$ cat src/rtl/core/hsv_pkg.sv
`timescale 1ns / 1ps
`default_nettype none
// ----------------------------------------------------------------------------
// hsv_pkg
// Shared Q1.16 types, pipeline stage records and helpers for the HSV to RGB
// conversion pipeline.
// ----------------------------------------------------------------------------
package hsv_pkg;

    localparam int FRAC_BITS = 16;
    localparam int Q_WIDTH   = FRAC_BITS + 1;
    localparam int SEC_WIDTH = 3;
    localparam int CHAN_W    = 8;

    localparam logic [Q_WIDTH-1:0] Q_ONE = Q_WIDTH'(1) << FRAC_BITS;
    localparam logic [2:0]         SECTORS = 3'd6;
    localparam logic [CHAN_W-1:0]  CHAN_MAX = 8'd255;

    typedef logic [Q_WIDTH-1:0]   t_q16;
    typedef logic [FRAC_BITS-1:0] t_frac;
    typedef logic [CHAN_W-1:0]    t_chan;

    typedef enum logic [SEC_WIDTH-1:0] {
        SEC_RED_YEL = 3'd0,
        SEC_YEL_GRN = 3'd1,
        SEC_GRN_CYN = 3'd2,
        SEC_CYN_BLU = 3'd3,
        SEC_BLU_MAG = 3'd4,
        SEC_MAG_RED = 3'd5
    } t_sector;

    // After sector split: clamped operands and hue fraction.
    typedef struct packed {
        t_sector sector;
        t_q16    one_minus_f;
        t_frac   f;
        t_q16    sat;
        t_q16    val;
    } t_stage1;

    // After first product rank.
    typedef struct packed {
        t_sector sector;
        t_q16    val;
        t_q16    p;
        t_frac   sf;
        t_q16    sif;
    } t_stage2;

    // All three terms ready for channel routing.
    typedef struct packed {
        t_sector sector;
        t_q16    val;
        t_q16    p;
        t_q16    q;
        t_q16    t;
    } t_stage3;

    // Levels above one saturate to one; bits above the Q1.16 field are ignored.
    function automatic t_q16 clamp_one(input t_q16 x);
        clamp_one = (x > Q_ONE) ? Q_ONE : x;
    endfunction

    // Only a level of exactly one reaches 256 after the shift.
    function automatic t_chan to_byte(input t_q16 level);
        to_byte = level[FRAC_BITS] ? CHAN_MAX : level[FRAC_BITS-1:FRAC_BITS-CHAN_W];
    endfunction

endpackage
`default_nettype wire

$ cat src/rtl/core/hsv_sector.sv
`timescale 1ns / 1ps
`default_nettype none
// ----------------------------------------------------------------------------
// hsv_sector
// First stage: clamps the operands, wraps a full hue to zero and splits hue
// times six into a sector number and a 16-bit fraction.
// ----------------------------------------------------------------------------
module hsv_sector
    import hsv_pkg::*;
(
    input  wire logic    i_clk,
    input  wire logic    i_rst_n,
    input  wire logic    i_ce,
    input  wire logic    i_valid,
    input  wire t_q16    i_hue,
    input  wire t_q16    i_sat,
    input  wire t_q16    i_val,
    output logic         o_valid,
    output t_stage1      o_data
);

    logic                  r_valid;
    t_stage1               r_data;
    t_stage1               n_data;
    t_q16                  hue_c;
    logic [Q_WIDTH+1:0]    h6;

    always_comb begin
        hue_c = clamp_one(i_hue);
        if (hue_c == Q_ONE) begin
            hue_c = '0;
        end
        h6 = {2'b00, hue_c} * {{(Q_WIDTH-1){1'b0}}, SECTORS};
        n_data.sector      = t_sector'(h6[FRAC_BITS+SEC_WIDTH-1:FRAC_BITS]);
        n_data.f           = h6[FRAC_BITS-1:0];
        n_data.one_minus_f = Q_ONE - {1'b0, h6[FRAC_BITS-1:0]};
        n_data.sat         = clamp_one(i_sat);
        n_data.val         = clamp_one(i_val);
    end

    always_ff @(posedge i_clk) begin
        if (!i_rst_n) begin
            r_valid <= 1'b0;
        end else if (i_ce) begin
            r_valid <= i_valid;
        end
        if (i_ce) begin
            r_data <= n_data;
        end
    end

    assign o_valid = r_valid;
    assign o_data  = r_data;

endmodule
`default_nettype wire

$ cat src/rtl/core/hsv_terms.sv
`timescale 1ns / 1ps
`default_nettype none
// ----------------------------------------------------------------------------
// hsv_terms
// Two multiplier ranks: the first forms p, s*f and s*(1-f), the second
// scales the complements by the value to give q and t.
// ----------------------------------------------------------------------------
module hsv_terms
    import hsv_pkg::*;
(
    input  wire logic    i_clk,
    input  wire logic    i_rst_n,
    input  wire logic    i_ce,
    input  wire logic    i_valid,
    input  wire t_stage1 i_data,
    output logic         o_valid,
    output t_stage3      o_data
);

    logic                  r_valid2;
    logic                  r_valid3;
    t_stage2               r_s2;
    t_stage2               n_s2;
    t_stage3               r_s3;
    t_stage3               n_s3;
    logic [2*Q_WIDTH-1:0]  prod_sf;
    logic [2*Q_WIDTH-1:0]  prod_sif;
    logic [2*Q_WIDTH-1:0]  prod_p;
    logic [2*Q_WIDTH-1:0]  prod_q;
    logic [2*Q_WIDTH-1:0]  prod_t;

    always_comb begin
        prod_sf  = {{Q_WIDTH{1'b0}}, i_data.sat} * {{(Q_WIDTH+1){1'b0}}, i_data.f};
        prod_sif = {{Q_WIDTH{1'b0}}, i_data.sat} * {{Q_WIDTH{1'b0}}, i_data.one_minus_f};
        prod_p   = {{Q_WIDTH{1'b0}}, i_data.val} * {{Q_WIDTH{1'b0}}, (Q_ONE - i_data.sat)};
        n_s2.sector = i_data.sector;
        n_s2.val    = i_data.val;
        n_s2.p      = prod_p[FRAC_BITS+Q_WIDTH-1:FRAC_BITS];
        n_s2.sf     = prod_sf[2*FRAC_BITS-1:FRAC_BITS];
        n_s2.sif    = prod_sif[FRAC_BITS+Q_WIDTH-1:FRAC_BITS];
    end

    always_comb begin
        prod_q = {{Q_WIDTH{1'b0}}, r_s2.val} *
                 {{Q_WIDTH{1'b0}}, (Q_ONE - {1'b0, r_s2.sf})};
        prod_t = {{Q_WIDTH{1'b0}}, r_s2.val} * {{Q_WIDTH{1'b0}}, (Q_ONE - r_s2.sif)};
        n_s3.sector = r_s2.sector;
        n_s3.val    = r_s2.val;
        n_s3.p      = r_s2.p;
        n_s3.q      = prod_q[FRAC_BITS+Q_WIDTH-1:FRAC_BITS];
        n_s3.t      = prod_t[FRAC_BITS+Q_WIDTH-1:FRAC_BITS];
    end

    always_ff @(posedge i_clk) begin
        if (!i_rst_n) begin
            r_valid2 <= 1'b0;
            r_valid3 <= 1'b0;
        end else if (i_ce) begin
            r_valid2 <= i_valid;
            r_valid3 <= r_valid2;
        end
        if (i_ce) begin
            r_s2 <= n_s2;
            r_s3 <= n_s3;
        end
    end

    assign o_valid = r_valid3;
    assign o_data  = r_s3;

endmodule
`default_nettype wire

$ cat src/rtl/core/hsv_route.sv
`timescale 1ns / 1ps
`default_nettype none
// ----------------------------------------------------------------------------
// hsv_route
// Output stage: routes value, p, q and t to the channels by sector and
// reduces each level to a saturated byte.
// ----------------------------------------------------------------------------
module hsv_route
    import hsv_pkg::*;
(
    input  wire logic    i_clk,
    input  wire logic    i_rst_n,
    input  wire logic    i_ce,
    input  wire logic    i_valid,
    input  wire t_stage3 i_data,
    output logic         o_valid,
    output t_chan        o_red,
    output t_chan        o_green,
    output t_chan        o_blue
);

    logic  r_valid;
    t_chan r_red;
    t_chan r_green;
    t_chan r_blue;
    t_q16  lvl_r;
    t_q16  lvl_g;
    t_q16  lvl_b;

    always_comb begin
        unique case (i_data.sector)
            SEC_RED_YEL: begin
                lvl_r = i_data.val; lvl_g = i_data.t;   lvl_b = i_data.p;
            end
            SEC_YEL_GRN: begin
                lvl_r = i_data.q;   lvl_g = i_data.val; lvl_b = i_data.p;
            end
            SEC_GRN_CYN: begin
                lvl_r = i_data.p;   lvl_g = i_data.val; lvl_b = i_data.t;
            end
            SEC_CYN_BLU: begin
                lvl_r = i_data.p;   lvl_g = i_data.q;   lvl_b = i_data.val;
            end
            SEC_BLU_MAG: begin
                lvl_r = i_data.t;   lvl_g = i_data.p;   lvl_b = i_data.val;
            end
            default: begin
                lvl_r = i_data.val; lvl_g = i_data.p;   lvl_b = i_data.q;
            end
        endcase
    end

    always_ff @(posedge i_clk) begin
        if (!i_rst_n) begin
            r_valid <= 1'b0;
        end else if (i_ce) begin
            r_valid <= i_valid;
        end
        if (i_ce) begin
            r_red   <= to_byte(lvl_r);
            r_green <= to_byte(lvl_g);
            r_blue  <= to_byte(lvl_b);
        end
    end

    assign o_valid = r_valid;
    assign o_red   = r_red;
    assign o_green = r_green;
    assign o_blue  = r_blue;

endmodule
`default_nettype wire

$ cat src/rtl/core/hsv_to_rgb_converter_top.sv
`timescale 1ns / 1ps
`default_nettype none
// Pipeline: an accepted request passes in order through the sector split, the two
// multiplier ranks and the routing stage, whose register is the output; every stage
// holds while the output side is stalled.
// Throughput: one pixel per clock cycle; the rate is set by the pipeline enable,
// which holds every stage while the output register holds an untaken result.
// Reset: synchronous, active low; clears all stage valid bits, data is not reset.
// ----------------------------------------------------------------------------
// hsv_to_rgb_converter_top
// Streaming HSV to RGB pixel converter built as a four-stage pipeline.
// ----------------------------------------------------------------------------
module hsv_to_rgb_converter_top
    import hsv_pkg::*;
(
    input  wire logic        i_clk,
    input  wire logic        i_rst_n,
    input  wire logic        i_s_axis_tvalid,
    output logic             o_s_axis_tready,
    // Fields from bit 0 up: hue[16:0], saturation[33:17], brightness[50:34], zero pad.
    input  wire logic [55:0] i_s_axis_tdata,
    output logic             o_m_axis_tvalid,
    input  wire logic        i_m_axis_tready,
    // Fields from bit 0 up: red[7:0], green[15:8], blue[23:16].
    output logic [23:0]      o_m_axis_tdata
);

    // All stages advance together. The whole pipeline moves whenever the
    // output register is empty or its result is being taken, so bubbles are
    // carried along rather than squeezed out, and nothing is dropped or
    // repeated on a stall.
    logic    ce;
    logic    s1_valid;
    t_stage1 s1_data;
    logic    s3_valid;
    t_stage3 s3_data;
    t_chan   red;
    t_chan   green;
    t_chan   blue;

    assign ce              = !o_m_axis_tvalid || i_m_axis_tready;
    assign o_s_axis_tready = ce;

    // Stage 1: clamp, hue wrap, sector and fraction.
    hsv_sector u_sector (
        .i_clk   (i_clk),
        .i_rst_n (i_rst_n),
        .i_ce    (ce),
        .i_valid (i_s_axis_tvalid),
        .i_hue   (i_s_axis_tdata[16:0]),
        .i_sat   (i_s_axis_tdata[33:17]),
        .i_val   (i_s_axis_tdata[50:34]),
        .o_valid (s1_valid),
        .o_data  (s1_data)
    );

    // Stages 2 and 3: the p, q and t terms. Zero saturation needs no special
    // path, since every term then equals the value level.
    hsv_terms u_terms (
        .i_clk   (i_clk),
        .i_rst_n (i_rst_n),
        .i_ce    (ce),
        .i_valid (s1_valid),
        .i_data  (s1_data),
        .o_valid (s3_valid),
        .o_data  (s3_data)
    );

    // Stage 4: channel routing and byte saturation; this is the output register.
    hsv_route u_route (
        .i_clk   (i_clk),
        .i_rst_n (i_rst_n),
        .i_ce    (ce),
        .i_valid (s3_valid),
        .i_data  (s3_data),
        .o_valid (o_m_axis_tvalid),
        .o_red   (red),
        .o_green (green),
        .o_blue  (blue)
    );

    assign o_m_axis_tdata = {blue, green, red};

endmodule
`default_nettype wire

$ cat config.mk
export PLATFORM = sky130hd
export DESIGN_NAME = hsv_to_rgb_converter_top
export DESIGN_NICKNAME = d
export VERILOG_FILES = /design/src/rtl/core/hsv_pkg.sv /design/src/rtl/core/hsv_sector.sv /design/src/rtl/core/hsv_terms.sv /design/src/rtl/core/hsv_route.sv /design/src/rtl/core/hsv_to_rgb_converter_top.sv
export SDC_FILE = /design/constraint.sdc
export NUM_CORES = 2
export LEC_CHECK = 0
export BUFFER_PORTS_ARGS = -buffer_cell sky130_fd_sc_hd__buf_2
export CAP_MARGIN = 0
export CORE_MARGIN = 4
export CORE_UTILIZATION = 25
export CTS_CLUSTER_SIZE = 20
export DETAILED_ROUTE_END_ITERATION = 16
export PLACE_DENSITY_LB_ADDON = 0.3
export SYNTH_ARGS = -nofsm -noshare
export SYNTH_HDL_FRONTEND = slang
export SYNTH_SLANG_ARGS = --single-unit
export TNS_END_PERCENT = 20
$ cat constraint.sdc
create_clock -name i_clk -period 19.6 [get_ports i_clk]
set_input_delay 1.96 -clock i_clk [delete_from_list [all_inputs] [get_ports i_clk]]
set_output_delay 1.96 -clock i_clk [all_outputs]
set_load 0.02 [all_outputs]
==> flow_summary.yaml <==
global_route:
  grt_max_degree: 81
  grt.total_usage_pct: 13.27
  grt_pass1_wl_um: 221500
  grt_pass1_vias: 39140
  antenna_found_initial: 4
  overflow: 0
logic_synthesis:
  yosys-top-cells-count: "inv_1 (1,342), fa_1 (1,061), nand2_1 (951), ha_1 (526), and2_1 (490)"
  syn_inst: 5588
  yosysTopAreaCellShare_pct: 41.29
  yosys.area.top_type: "fa_1"
  synthFlopType: "edfxtp_1"
  yosysSeqAreaShare_pct: 11.36
  yosysMostFrequentCell: "inv_1"
  netlist_top_cells_area: "fa_1 (41%), ha_1 (13%), edfxtp_1 (11%)"
  syn_area_per_cell_sq_um: 9.206
  postSynth.asyncResetShare_pct: 0
  synth_area_sq_um: 51440
  synth_fp_nets: 7235
  synth_cell_types: 71
  synth_edf_count: 192
  ys_warn_count: 0
  yosys_register_bits: 196
detailed_routing:
  wl_per_cell_um: 16.68
  first_pass_iters: 6
  routed_wl_um: 137100
  viasPerCell: 4.368
  num_vias: 35913
  drc: 0
  ant_nets: 0
  drt_iter0_drc: 1815
timing:
  setup_tns_ns: 0
  max_clock_freq_mhz: 112.5
  setup_violations: 0
  period_minus_slack_ns: 8.888
  fin_skew_ns: 0.02692
  worst_pin_slew_ns: 1.365
  period_share_pct: 45.34
  rsz0062_at_grt: "no"
  drv_slew: 0
  slew_headroom_pct: 8.057
  hold_viol: 0
  finalHoldWorstSlack_ns: 0.4237
cells_and_area:
  nNetsFinal: 7167
  multiInputGateArea_sq_um: 39720
  register_area_sq_um: 5846
  area_growth_pct: 8.007
  fillers: 21788
  drive_gt1_share_pct: 4.356
  num_antenna_cells: 0
clocking:
  cts_hold_buffers: 0
  clk_latency_ns: 0.53
  path_clk_slew_ns: 0.08
  cts_tree: "built"
  clockBufferDepth: 2
  cts_root_buf: "clkbuf_16"
  clock_sinks: 196
  h-tree-depth: 4
  cts_buffers: 17
  post_cts_buffers: 0
  postCtsResizedCells: 0
place:
  hpwl_um: 102000
  gp_congestion: 0.8415
  port_buffers: 80
status:
  status: "finished, final reports clean"
worst_hold_path:
  min_path_type: "reg2reg"
die:
  fp.dieW_um: 461.6
  start_util_pct: 25.14
  pin_count: 86
  die_y_um: 461.6
  core_sq_um: 204600
  rows: 166
  dieArea_sq_um: 213100
worst_setup_path:
  critPathRequiredTime_ns: 19.88
  endpoint_kind: "flip-flop"
  critPathKind: "reg2reg"
  startpoint_type: "flip-flop"
  worstPathArrival_ns: 9.16
  critPathMaxFanout: 34
flow_run:
  cap_viol_max_count: 0
metrics by stage:
| step | cells | util (%) | setup WS [ns] | area [sq um] |
|---|---|---|---|---|
| 3_3_place_gp | 8189 | 26.87 | 10.87 | 54980 |
| 4_1_cts | 8221 | 27.16 | 10.86 | 55560 |
| 3_5_place_dp | 8189 | 26.87 | 10.89 | 54980 |
| 6_report | 8221 | 27.16 | 10.71 | 55560 |
| 5_1_grt | 8221 | 27.16 | 10.22 | 55560 |
| 2_1_floorplan | 5588 | - | 10.09 | 51440 |
cells by family (layout without fill, tap and decap cells):
group	Yosys count	in the layout	share of synthesized area, %
compound gates	266	266	3.359
xor+xnor	140	140	2.398
fa+ha+maj	1587	1587	54.08
buf+inv	1590	1535	11.61
flops	196	196	11.36
mux	26	26	0.5254
other cells	1	1	0.007290
simple gates	1782	1782	16.65
state kept, by name, summed over array words and instances, names as in the netlist, 8 cells and up:
name and count:
u_route.o_green 8, u_terms.r_s2 33, u_terms.o_data 39, u_route.o_red 8, u_terms.n_s3 29, u_route.o_blue 8
u_sector.o_data 67
path summary, 6_finish.rpt:
path	startpoint	endpoint	slack, ns	cells past startpoint
hold reg to reg	u_terms.n_s3[46]	u_terms.o_data[46]	0.42	0
setup reg to reg	u_sector.o_data[19]	u_terms.n_s3[50]	10.71	27
hold / removal	u_terms.n_s3[46]	u_terms.o_data[46]	0.42	0
setup / recovery	u_sector.o_data[19]	u_terms.n_s3[50]	10.71	27
layout by cell type (no fill, tap or decap), types with 5 or more instances in the layout:
cell type,netlist,final
edfxtp_1,192,192
xor2_2,1,9
xor2_1,40,32
nand3b_1,7,7
buf_2,3,80
nor4_1,29,28
a211oi_1,24,24
o21a_1,14,14
o21ai_1,5,5
nand4_1,13,13
a31oi_1,7,7
nand2b_1,23,22
o21ai_0,48,48
a21o_1,17,17
a21oi_1,84,84
nand3_1,24,24
inv_1,1342,1342
nor2_1,86,86
buf_4,0,81
and2_1,490,490
clkbuf_16,0,17
o22ai_1,5,5
xnor2_1,99,96
nand2_1,951,951
ha_1,526,526
and3_1,15,15
o211ai_1,12,12
nor3_1,39,39
or2_2,5,5
fa_1,1061,1061
mux2i_1,18,18
nor2b_1,74,74
mux2_2,8,8
critical path, stage by stage, from the launching register on:
cell and delay (ns):
edfxtp_1 0.37, buf_4 0.29, or4_4 0.61, o21ai_0 0.88
and2_1 0.58, nand2_1 0.15, fa_1 0.55, inv_1 0.05
fa_1 0.47, inv_1 0.05, fa_1 0.49, inv_1 0.05
fa_1 0.50, fa_1 0.50, inv_1 0.07, fa_1 0.49
inv_1 0.05, ha_1 0.30, a21oi_1 0.14, o221ai_1 0.16
o21bai_1 0.35, a21oi_1 0.15, o31a_1 0.35, o41a_1 0.44
o41ai_2 0.32, nor2b_1 0.10, nor2_2 0.10, xnor2_1 0.06
routing by layer:
| layer | share of wire (%) | wire length, um | up-vias | global-route usage (%) |
|---|---|---|---|---|
| met4 | 2.0 | 2751 | 0 | 2.887 |
| met3 | 5.3 | 7312 | 139 | 2.070 |
| li1 | - | - | 16414 | - |
| met5 | 0 | 0 | - | 0 |
| met1 | 45 | 61870 | 18516 | 18.12 |
| met2 | 48 | 65210 | 844 | 22.20 |
layout make-up:
cell class                 instances  share of cell area [%]
sequential                       196                   10.52
multi-input combinational       3802                   71.49
timing repair buffer             161                   1.815
inverter                        1342                   9.066
clock buffer                      19                  0.7792
clock inverter                    13                  0.2747
tap                             2688                   6.053
Power is not shown: default switching activity piles up to over one toggle a cycle in this logic, so the estimate is an artifact.
